**src/design/hrc_pkg.sv**
```systemverilog
// ----------------------------------------------------------------------------
// hrc_pkg
// Shared types and constants for the homography reprojection check.
// ----------------------------------------------------------------------------
package hrc_pkg;

    // Default coordinate width (signed Q.4 pixels)
    localparam int HRC_COORD_WIDTH = 20;

    // Configuration port
    localparam int CFG_IDX_W  = 3;
    localparam int CFG_DATA_W = 64;

    // Register indexes
    localparam logic [CFG_IDX_W-1:0] REG_COEF_PAIR_0    = 3'd0;
    localparam logic [CFG_IDX_W-1:0] REG_COEF_PAIR_1    = 3'd1;
    localparam logic [CFG_IDX_W-1:0] REG_COEF_PAIR_2    = 3'd2;
    localparam logic [CFG_IDX_W-1:0] REG_PERSPECTIVE    = 3'd3;
    localparam logic [CFG_IDX_W-1:0] REG_COEF_H22       = 3'd4;
    localparam logic [CFG_IDX_W-1:0] REG_EPSILON_PX     = 3'd5;

    // Reset values: identity homography, three pixel tolerance
    localparam logic [63:0] RST_COEF_PAIR_0  = 64'h0001_0000_0000_0000;
    localparam logic [63:0] RST_COEF_PAIR_1  = 64'h0;
    localparam logic [63:0] RST_COEF_PAIR_2  = 64'h0001_0000_0000_0000;
    localparam logic [63:0] RST_PERSPECTIVE  = 64'h0;
    localparam logic [31:0] RST_COEF_H22     = 32'h0001_0000;
    localparam logic [15:0] RST_EPSILON_PX   = 16'd48;
    localparam logic [31:0] RST_EPSILON_SQ   = 32'd2304;

    // Scale from Q.18 projection numerator to Q.4 result
    localparam int FRAC_SHIFT = 18;
    // |W| at or below this (Q.32) counts as zero
    localparam int W_NEAR_ZERO = 4;

    // Homography coefficients unpacked from the registers
    typedef struct packed {
        logic signed [31:0] h00;
        logic signed [31:0] h01;
        logic signed [31:0] h02;
        logic signed [31:0] h10;
        logic signed [31:0] h11;
        logic signed [31:0] h12;
        logic signed [31:0] h20;
        logic signed [31:0] h21;
        logic signed [31:0] h22;
    } hom_coef_t;

    // Status that travels with the quotients
    typedef struct packed {
        logic near_zero;
        logic ovf_x;
        logic ovf_y;
        logic neg_x;
        logic neg_y;
    } div_flags_t;

endpackage

```
**src/design/hrc_check.sv**
```systemverilog
// ----------------------------------------------------------------------------
// hrc_check
// Signs the quotients, tests the coordinate range, and compares the squared
// reprojection error with the squared tolerance.
// ----------------------------------------------------------------------------
module hrc_check import hrc_pkg::*; #(
    parameter int CW  = HRC_COORD_WIDTH,
    parameter int SBW = 2 * HRC_COORD_WIDTH + 1
) (
    input  logic           aclk,
    input  logic           aresetn,
    input  logic           adv,
    input  logic           in_valid,
    input  div_flags_t     flags,
    input  logic [CW-1:0]  qx,
    input  logic [CW-1:0]  qy,
    input  logic [SBW-1:0] sb_in,
    input  logic [15:0]    eps,
    input  logic [31:0]    eps_sq,
    output logic           tail_valid,
    output logic           tail_correct,
    output logic           tail_degenerate
);

    localparam int EW = CW + 2;
    localparam int MW = (EW > 16) ? EW : 16;

    // Stage 1: sign and range
    logic                 negx, negy;
    logic [CW-1:0]        limx, limy;
    logic                 deg_next;
    logic signed [CW:0]   px_next, py_next;
    logic signed [CW:0]   px_reg, py_reg;
    logic                 v1_reg, deg1_reg, pv1_reg;
    logic signed [CW-1:0] bx1_reg, by1_reg;

    assign negx    = flags.neg_x && (qx != '0);
    assign negy    = flags.neg_y && (qy != '0);
    assign limx    = {1'b0, {(CW-1){1'b1}}} + CW'(negx);
    assign limy    = {1'b0, {(CW-1){1'b1}}} + CW'(negy);
    assign deg_next = flags.near_zero || flags.ovf_x || flags.ovf_y
                    || (qx > limx) || (qy > limy);
    assign px_next = negx ? -$signed({1'b0, qx}) : $signed({1'b0, qx});
    assign py_next = negy ? -$signed({1'b0, qy}) : $signed({1'b0, qy});

    // Stage 2: error magnitudes
    logic signed [EW-1:0] dx, dy;
    logic [EW-1:0]        ex_next, ey_next;
    logic [EW-1:0]        ex_reg, ey_reg;
    logic                 v2_reg, deg2_reg, pv2_reg;

    assign dx      = EW'(px_reg) - EW'(bx1_reg);
    assign dy      = EW'(py_reg) - EW'(by1_reg);
    assign ex_next = dx[EW-1] ? (~dx + 1'b1) : dx;
    assign ey_next = dy[EW-1] ? (~dy + 1'b1) : dy;

    // Stage 3: per-axis bound and squares
    logic [MW-1:0] exm, eym;
    logic          small_next;
    logic [31:0]   sqx_next, sqy_next;
    logic [31:0]   sqx_reg, sqy_reg;
    logic          v3_reg, deg3_reg, pv3_reg, small_reg;

    assign exm        = MW'(ex_reg);
    assign eym        = MW'(ey_reg);
    assign small_next = (exm <= MW'(eps)) && (eym <= MW'(eps));
    assign sqx_next   = 32'(exm[15:0]) * 32'(exm[15:0]);
    assign sqy_next   = 32'(eym[15:0]) * 32'(eym[15:0]);

    always_ff @(posedge aclk) begin
        if (!aresetn) begin
            v1_reg <= 1'b0;
            v2_reg <= 1'b0;
            v3_reg <= 1'b0;
        end else if (adv) begin
            v1_reg <= in_valid;
            v2_reg <= v1_reg;
            v3_reg <= v2_reg;
        end
    end

    always_ff @(posedge aclk) begin
        if (adv) begin
            px_reg    <= px_next;
            py_reg    <= py_next;
            deg1_reg  <= deg_next;
            pv1_reg   <= sb_in[2*CW];
            bx1_reg   <= $signed(sb_in[2*CW-1:CW]);
            by1_reg   <= $signed(sb_in[CW-1:0]);
            ex_reg    <= ex_next;
            ey_reg    <= ey_next;
            deg2_reg  <= deg1_reg;
            pv2_reg   <= pv1_reg;
            sqx_reg   <= sqx_next;
            sqy_reg   <= sqy_next;
            small_reg <= small_next;
            deg3_reg  <= deg2_reg;
            pv3_reg   <= pv2_reg;
        end
    end

    // Final sum and compare feed the output register
    logic ok;
    assign ok = small_reg && (({1'b0, sqx_reg} + {1'b0, sqy_reg}) <= {1'b0, eps_sq});

    assign tail_valid      = v3_reg;
    assign tail_correct    = pv3_reg && !deg3_reg && ok;
    assign tail_degenerate = pv3_reg && deg3_reg;

endmodule

```
**config.mk**
```make
export PLATFORM = sky130hd
export DESIGN_NAME = hrc_check
export DESIGN_NICKNAME = d
export VERILOG_FILES = /design/src/design/hrc_pkg.sv /design/src/design/hrc_check.sv
export SDC_FILE = /design/constraint.sdc
export NUM_CORES = 1
export LEC_CHECK = 0
export ABC_CLOCK_PERIOD_IN_PS = 14500
export BUFFER_PORTS_ARGS = -buffer_cell sky130_fd_sc_hd__clkbuf_2
export CORE_ASPECT_RATIO = 0.75
export CORE_UTILIZATION = 40
export CTS_BUF_LIST = sky130_fd_sc_hd__clkbuf_4 sky130_fd_sc_hd__clkbuf_8 sky130_fd_sc_hd__clkbuf_16
export DETAILED_ROUTE_END_ITERATION = 8
export PLACE_DENSITY_LB_ADDON = 0.15
export REMOVE_ABC_BUFFERS = 1
export SLEW_MARGIN = 20
export SYNTH_ARGS = -nofsm -noshare
export SYNTH_HDL_FRONTEND = slang
export SYNTH_SLANG_ARGS = --single-unit
export TNS_END_PERCENT = 30
```
**constraint.sdc**
```tcl
create_clock -name aclk -period 14.5 [get_ports aclk]
set_clock_uncertainty 0.2 [all_clocks]
set_input_delay 1.45 -clock aclk [delete_from_list [all_inputs] [get_ports aclk]]
set_output_delay 1.45 -clock aclk [all_outputs]
set_load 0.02 [all_outputs]
```
# == After elaboration in Yosys (flattened, before gate mapping) ==
# Index checks and enable logic that the tools add are counted.
# totals
register_bits,200
latch_bits,0
mem_bits_rw,0
rom_bits,0
in_bits,138
output_inout_bits,3
wordCells,58
memories,0
# classes
addsub,9
mul,2
div_mod_pow,0
n_lt_le_gt_ge,5
eq_ne,0
shifts,0
muxes,4
bitwise_logic,2
reduce_logical,14
# op_table
op,n
$mul A16 B16 Y32,2
$add A22 B1 Y22 const B,2
$le A22 B16 Y1,2
$not A22 Y22,2
$sub A21 B20 Y22,2
$mux W21,2
$neg A20 Y21,2
$add A19 B1 Y20 const A,2
$gt A20 B20 Y1,2
$mux W20,2
$reduce_bool A20 Y1,2
$add A32 B32 Y33,1
$le A33 B32 Y1,1
$logic_and A1 B1 Y1,7
$logic_or A1 B1 Y1,4
$logic_not A1 Y1,1

# == Longest topological paths before layout ==
# Gate-level depths: netlist (run 1).
# depth
ltp_word,6
ltp_mapped,26
ltp_nobuf,24

# == Least setup slack after synthesis (run 1) ==
# No wires, ideal clock.
# synth_path
path_kind,register to register
start,register ex_reg[1]
end,register sqx_reg[31] (data pin)
setup_ps,260
arrival_time_ps,6244
required_ps,14040
slack_ps,7796
stages_incl_launch_ff,26
path_buffers,2
synth_period_minus_slack_ps,6704
cell_sequence,edfxtp_1 -> clkbuf_1 -> clkbuf_1 -> and2_1 -> fa_1 -> inv_1 -> fa_1 -> inv_1 -> fa_1 -> inv_1 -> fa_1 -> inv_1 -> fa_1 -> inv_1 -> fa_1 -> inv_1 -> ha_1 -> a21oi_1 -> nor4b_1 -> a21oi_1 -> a31o_2 -> o311ai_0 -> o21ai_0 -> a21o_1 -> a21oi_1 -> xnor2_1
# synth_between
elab_chain_cells,1
# synth_lines
item,line,rtl
"start, declared",hrc_check.sv:49,"logic [EW-1:0] ex_reg, ey_reg;"
"start signal, assigned",hrc_check.sv:90,ex_reg <= ex_next;
$mul A16 B16 Y32,hrc_check.sv:67,assign sqx_next = 32'(exm[15:0]) * 32'(exm[15:0]);
via sqx_next[31],hrc_check.sv:60,"logic [31:0] sqx_next, sqy_next;"
"end signal, assigned",hrc_check.sv:94,sqx_reg <= sqx_next;
"end, declared",hrc_check.sv:61,"logic [31:0] sqx_reg, sqy_reg;"
# The timed path passes the listed nets, and every way through them passes these cells.
# A chain may end at the register's enable or synchronous reset.

# == Worst setup path in the final report (run 1) ==
# layout_path
start,register ex_reg[3]
end,register sqx_reg[31] (data pin)
# Same word-level chain as after synthesis.

==> summary.md, run 1 <==
| Metric | Value |
|---|---|
| Startpoint types | `register` |
| Endpoint type of the worst setup path | `register` |
| TritonCTS Sinks | `slightly below 200` |
| Hold Vio Cnt, Final | `0` |
| Area grow syn2layout | `8.353%` |
| Arr. time, crit path | `approximately 7800 ps` |
| Clock transition at path regs | `around 90 ps` |
| Post-Synth Adder-Cell Area | `between 40% and 50%` |
| Post-Syn Area | `28400 um2` |
| Kind of critical path | `reg2reg` |
| Reg2reg path depth | `22` |
| Max Root-Sink Buffers | `2` |
| Final #Nets | `3950` |
| Slew @ Worst Pin | `~930 ps` |
| IO Pins | `between 100 and 150` |
| Ys async rst share | `0%` |
| Largest net degree at the start of global routing | `73` |
| Setup bufs post-CTS | `0` |
| Worst Setup EP | `sqx_reg[31]` |
| Seq cells post-synth | `between 150 and 200` |
| Hold Crit Class | `reg2reg` |
| Full die area | `72080 um2` |
| DIE WIDTH | `~310 um` |
| Most common cell after layout, fill and taps aside | `inv_1` |
| EDFF count, synth | `195` |
| Flop-to-flop setup slack | `roughly 6700 ps` |
| Seq/Total Area, Yosys | `a little over a fifth` |
| Initial core utilization | `~40%` |
| Post-synthesis compound-gate area fraction | `11.76%` |
| Layout cells sized above 1 | `6.778%` |
| Vias in the first global route | `around 21000` |
| Core Region | `70210 um2` |
| Root Buffer | `clkbuf_16` |
| Outcome | `completed` |
| GRT overflow | `0` |
| Routed wire length | `66380 um` |
| Die Ht | `between 200 and 250 um` |
| Via/cell ratio | `5.039` |
| Crit-path max FO | `14` |
| Iteration-0 DRC Markers | `about 900` |
| Combinational family with the most area after synthesis | `adder cells` |
| RSZ-0062 raised after global routing | `no` |
| Post-route clock period utilization | `between 50% and 60%` |
| Iteration count of the initial detailed-routing pass | `7` |
| Drc violations | `0` |
| R2r startpoint | `ex_reg[3]` |
| Post-DP HPWL | `about 56000 um` |
| Simple-Gate Fraction of Synth Area | `11.86%` |
| CTS tree | `yes` |
| Final Wtd Congestion | `0.8967` |
| Number of buffers created by CTS | `17` |
| Finish-stage setup viols | `0` |
| Clock Latency Late Sink | `a little under 500 ps` |
| R2R Path End | `sqx_reg[31]` |
| Tmin final | `about 8000 ps` |
| Netlist cell types | `80` |
| Global-route wire length before repair | `~110000 um` |
| Xor and xnor area share after synthesis | `about 6.0%` |
| Mux share of post-synthesis cell area | `less than 1%` |
| CP required | `between 10000 and 15000 ps` |
| Routed Antenna Nets | `0` |
| Port bufs | `140` |
| Commonest non-fill, non-tap cells in the layout | `inv_1 (638), ha_1 (382), fa_1 (330)` |
| Vias after detailed routing | `just over 20000` |
| Max frequency | `between 100 and 150 MHz` |
| Setup TNS | `0 ps` |
| MaxCap Viol Count | `0` |
| Tot GR Track Use | `between 15 and 20%` |
| Post-cts sizing count | `0` |
| Initial antenna violation count | `5` |
| Post-CTS Hold Fix Bufs | `0` |
| Max-slew violations | `0` |
| Synth Warn # | `0` |
| Row count | `84` |
| Mapped Cells | `around 3000` |
| Relative slew slack | `a little under two fifths` |
| Htree depth | `4` |
| Top FF cell, synth | `edfxtp_1` |
| CP startpoint | `ex_reg[3]` |
| Routed WL per cell | `approximately 16 um` |
| Mapped Avg Cell Area | `between 9 and 10 um2` |
[cell families (layout without fill, tap and decap cells)]
logic type,count (synthesis),after routing
adder cells (fa/ha/maj),712,712
flip-flops,198,198
AO/OA/AOI/OAI,498,498
multiplexers,8,8
other,0,2
buffers and inverters,691,816
AND/OR/NAND/NOR,687,687
XOR/XNOR,194,194
[worst min-delay path by stage]
| stage | cells after the start | start | endpoint |
|---|---|---|---|
| 5_1_grt | 0 | deg2_reg | deg3_reg |
| 3_3_place_gp | 0 | pv1_reg | pv2_reg |
| 3_5_place_dp | 0 | deg2_reg | deg3_reg |
| 4_1_cts | 0 | deg2_reg | deg3_reg |
| 2_1_floorplan | 0 | deg1_reg | deg2_reg |
| 6_report | 0 | deg2_reg | deg3_reg |
[Yosys cell counts, drive strengths merged, types with 19 or more instances]
master | number | share of area [%]
o31ai | 19 | 0.50
a21o | 90 | 2.4
nand4 | 38 | 0.84
nor3 | 38 | 0.67
a211oi | 19 | 0.52
edfxtp | 195 | 21
inv | 640 | 8.5
o21ai | 79 | 1.4
xnor2 | 144 | 4.4
nand2 | 208 | 2.7
nor2b | 24 | 0.53
xor2 | 50 | 1.5
nand2b | 25 | 0.55
nor2 | 149 | 2.0
a21oi | 149 | 2.6
ha | 382 | 17
clkbuf | 47 | 0.62
and2 | 100 | 2.2
nand3 | 32 | 0.56
fa | 330 | 23
[final cells by class]
cell class / instances / area [um2]
inverters: 640 / 2402
clock inverters: 15 / 217.7
multi-input cells: 2099 / 19880
repair buffers: 144 / 739.5
clock buffers: 17 / 425.4
well taps: 946 / 1184
fillers: 6940 / 39440
diodes: 2 / 5.005
flip-flops and latches: 198 / 5916
[layer usage]
layer	GRT usage [%]	vias to the layer above	wire [um]
met2	30.23	435	29320
met4	5.105	6	1242
met3	3.388	73	3227
met5	0	-	36
li1	-	10090	-
met1	27.09	9860	32550
[per-stage QoR]
stage	instance area, um2	worst slack (ps)	utilization (%)	hold WS [ps]	std cells
after floorplan	28190	7899	-	200.3	2937
after global placement	30120	7032	42.90	205.9	4027
after detailed placement	30120	6922	42.90	204.5	4027
after CTS	30760	6856	43.81	226.4	4059
after global routing	30770	6398	43.82	229.5	4059
final	30770	6693	43.83	228.2	4061
[worst max-delay path, cell delays in order, from the launching register on]
cell	delay (ps)
edfxtp_1	780
inv_1	340
nor2_1	320
ha_1	310
xor2_1	190
fa_1	540
inv_1	60
fa_1	490
fa_1	440
inv_1	90
fa_1	430
fa_1	500
inv_1	50
ha_1	350
a21o_1	200
a211oi_1	240
o21ai_0	150
a221o_1	350
o311ai_0	810
o21ai_0	270
a21o_1	210
a21oi_1	160
xnor2_1	90
Power of run 1 is not shown: default switching activity piles up to over one toggle a cycle in this logic, so the estimate is an artifact.
==> run 2, diff against run 1 <==
--- a/config.mk
+++ b/config.mk
@@ -5,7 +5,7 @@
 export SDC_FILE = /design/constraint.sdc
 export NUM_CORES = 1
 export LEC_CHECK = 0
-export ABC_CLOCK_PERIOD_IN_PS = 14500
+export ABC_CLOCK_PERIOD_IN_PS = 7900
 export BUFFER_PORTS_ARGS = -buffer_cell sky130_fd_sc_hd__clkbuf_2
 export CORE_ASPECT_RATIO = 0.75
 export CORE_UTILIZATION = 40
==> constraint.sdc (replaced) <==
create_clock -name aclk -period 7.9 [get_ports aclk]
set_clock_uncertainty 0.2 [all_clocks]
set_input_delay 0.79 -clock aclk [delete_from_list [all_inputs] [get_ports aclk]]
set_output_delay 0.79 -clock aclk [all_outputs]
set_load 0.02 [all_outputs]
==> run 2 against run 1 <==
  * Final area grew 0.44%
  * Utilization increased by 0.19 points
  * Critical endpoint unchanged
  * Cell count grew 0.54%
  * Die area unchanged
==> summary.md, run 2 (synthesis gave the netlist of run 1 again) <==
| Metric | Value |
|---|---|
| Slew @ Worst Pin | `990.1 ps (+58.90 ps)` |
| Max incr delay on CP | `730 ps (-80 ps)` |
| Outcome | `completed` |
| Commonest non-fill, non-tap cells in the layout | `inv_1 (638), ha_1 (382), fa_1 (330)` |
| Vias in the first global route | `21150 (+0.20%)` |
| Core Region | `70210 um2 (unchanged)` |
| Global-route wire length before repair | `108400 um (-0.60%)` |
| Root Buffer | `clkbuf_16` |
| Max-slew violations | `0 (unchanged)` |
| MaxCap Viol Count | `0 (unchanged)` |
| DIE WIDTH | `309.7 um (unchanged)` |
| TritonCTS Sinks | `198 (unchanged)` |
| GRT overflow | `0 (unchanged)` |
| Kind of critical path | `reg2reg` |
| Area grow syn2layout | `8.833%` |
| Routed WL per cell | `16.22 um (-0.79%)` |
| Drc violations | `0 (unchanged)` |
| Clock Latency Late Sink | `480 ps (about the same)` |
| Grt met2 use | `29.85% (-0.38 points)` |
| Tmin final | `7467 ps (-340.1 ps)` |
| Layout cells sized above 1 | `7.432% (+0.65 points)` |
| RSZ-0062 raised after global routing | `no` |
| Relative slew slack | `33.13% (-4.0 points)` |
| Setup bufs post-CTS | `0 (unchanged)` |
| Post-CTS Hold Fix Bufs | `0 (unchanged)` |
| IO Pins | `141 (unchanged)` |
| Global Route met3 Usage | `3.161% (-0.23 points)` |
| Hold Crit Class | `reg2reg` |
| Worst slack at placement | `540.6 ps (-6381 ps)` |
| Initial antenna violation count | `5 (unchanged)` |
| Finish-stage setup viols | `0 (unchanged)` |
| CTS tree | `yes` |
| Most common cell after layout, fill and taps aside | `inv_1` |
| Clock transition at path regs | `90 ps (about the same)` |
| Row count | `84 (unchanged)` |
| Htree depth | `4 (unchanged)` |
| Port bufs | `140 (unchanged)` |
| Post-Place Cell Area | `30290 um2 (+0.57%)` |
| Max frequency | `133.9 MHz (+4.6%)` |
| M1 GR Usage | `27.35% (+0.26 points)` |
| Post-route clock period utilization | `94.52% (+41 points)` |
| Startpoint types | `register` |
| Crit-path max FO | `13 (-1)` |
| Max Root-Sink Buffers | `2 (unchanged)` |
| CP required | `7930 ps (-6600 ps)` |
| Vias after detailed routing | `20490 (+0.10%)` |
| Via/cell ratio | `5.017 (-0.44%)` |
| Tot GR Track Use | `19.10% (-0.11 points)` |
| Fill cells | `6895 (-0.65%)` |
| Die Ht | `232.8 um (unchanged)` |
| Worst-path cell chain | `and2_1 -> fa_1 -> inv_1 -> fa_1 -> inv_1 -> fa_1 -> inv_1 -> fa_1 -> inv_1 -> fa_1 -> inv_1 -> fa_1 -> inv_1 -> ha_1 -> a21oi_1 -> nor4b_1 -> a21oi_1 -> a31o_2 -> o311ai_0 -> o21ai_0 -> a21o_1 -> a21oi_1 -> xnor2_1` |
| Full die area | `72080 um2 (unchanged)` |
| GR peak layer | `met2` |
| Endpoint type of the worst setup path | `register` |
| Iteration count of the initial detailed-routing pass | `5 (-2)` |
| Setup TNS | `0 ps (unchanged)` |
| Largest net degree at the start of global routing | `102 (+40%)` |
| Arr. time, crit path | `7500 ps (-340 ps)` |
| Routed wire length | `66210 um (-0.25%)` |
| Routed Antenna Nets | `0 (unchanged)` |
| Bufs and invs on worst path | `6 (+2)` |
| Slowest CP cell | `o311ai_0` |
| Final Instance Area | `30910 um2 (+0.44%)` |
| Post-DP HPWL | `56110 um (+0.46%)` |
| Final Wtd Congestion | `0.9033 (+0.74%)` |
| Final #Nets | `3972 (+0.56%)` |
| Crit-path leading delay family | `adder cells` |
| Number of buffers created by CTS | `17 (unchanged)` |
| Initial core utilization | `40.45% (unchanged)` |
| Final worst setup slack | `433.0 ps (-6260 ps)` |
| Post-cts sizing count | `0 (unchanged)` |
| Hold WS | `232.3 ps (+4.129 ps)` |
| Iteration-0 DRC Markers | `1011 (+9.8%)` |
| Hold Vio Cnt, Final | `0 (unchanged)` |
==> run 2: routing by layer <==
metal	part of all wire, %	wire length [um]	vias to the layer above
met2	43	28360	418
met4	1.9	1268	6
met1	51	33490	9851
li1	-	-	10150
met3	4.6	3052	64
met5	0.059	39	-
==> run 2: final cells by class <==
cell class                      instances  area [um2]  area share, %
Antenna cell                            2       5.005        0.01619
Clock buffer                           17       425.4          1.376
Clock inverter                         15       188.9         0.6113
Inverter                              640        2402          7.772
Multi-Input combinational cell       2099       19880          64.33
Sequential cell                       198        5916          19.14
Tap cell                              946        1184          3.830
Timing Repair Buffer                  166       904.6          2.927
==> run 2: path summary, 6_finish.rpt <==
kind / cells past startpoint / start / to / slack, ps
setup / recovery: 23 / ex_reg[2] / sqx_reg[31] / 430
hold / removal: 0 / pv2_reg / pv3_reg / 230
setup reg to reg: 23 / ex_reg[2] / sqx_reg[31] / 430
hold reg to reg: 0 / pv2_reg / pv3_reg / 230
==> run 2: metrics by stage <==
stage               util [%]  std cells
finish                 44.02       4083
global route           44.02       4081
CTS                    44.02       4081
detailed placement     43.14       4049
global placement       43.13       4049
floorplan                  -       2937
Power of run 2 is left out for the same reason.
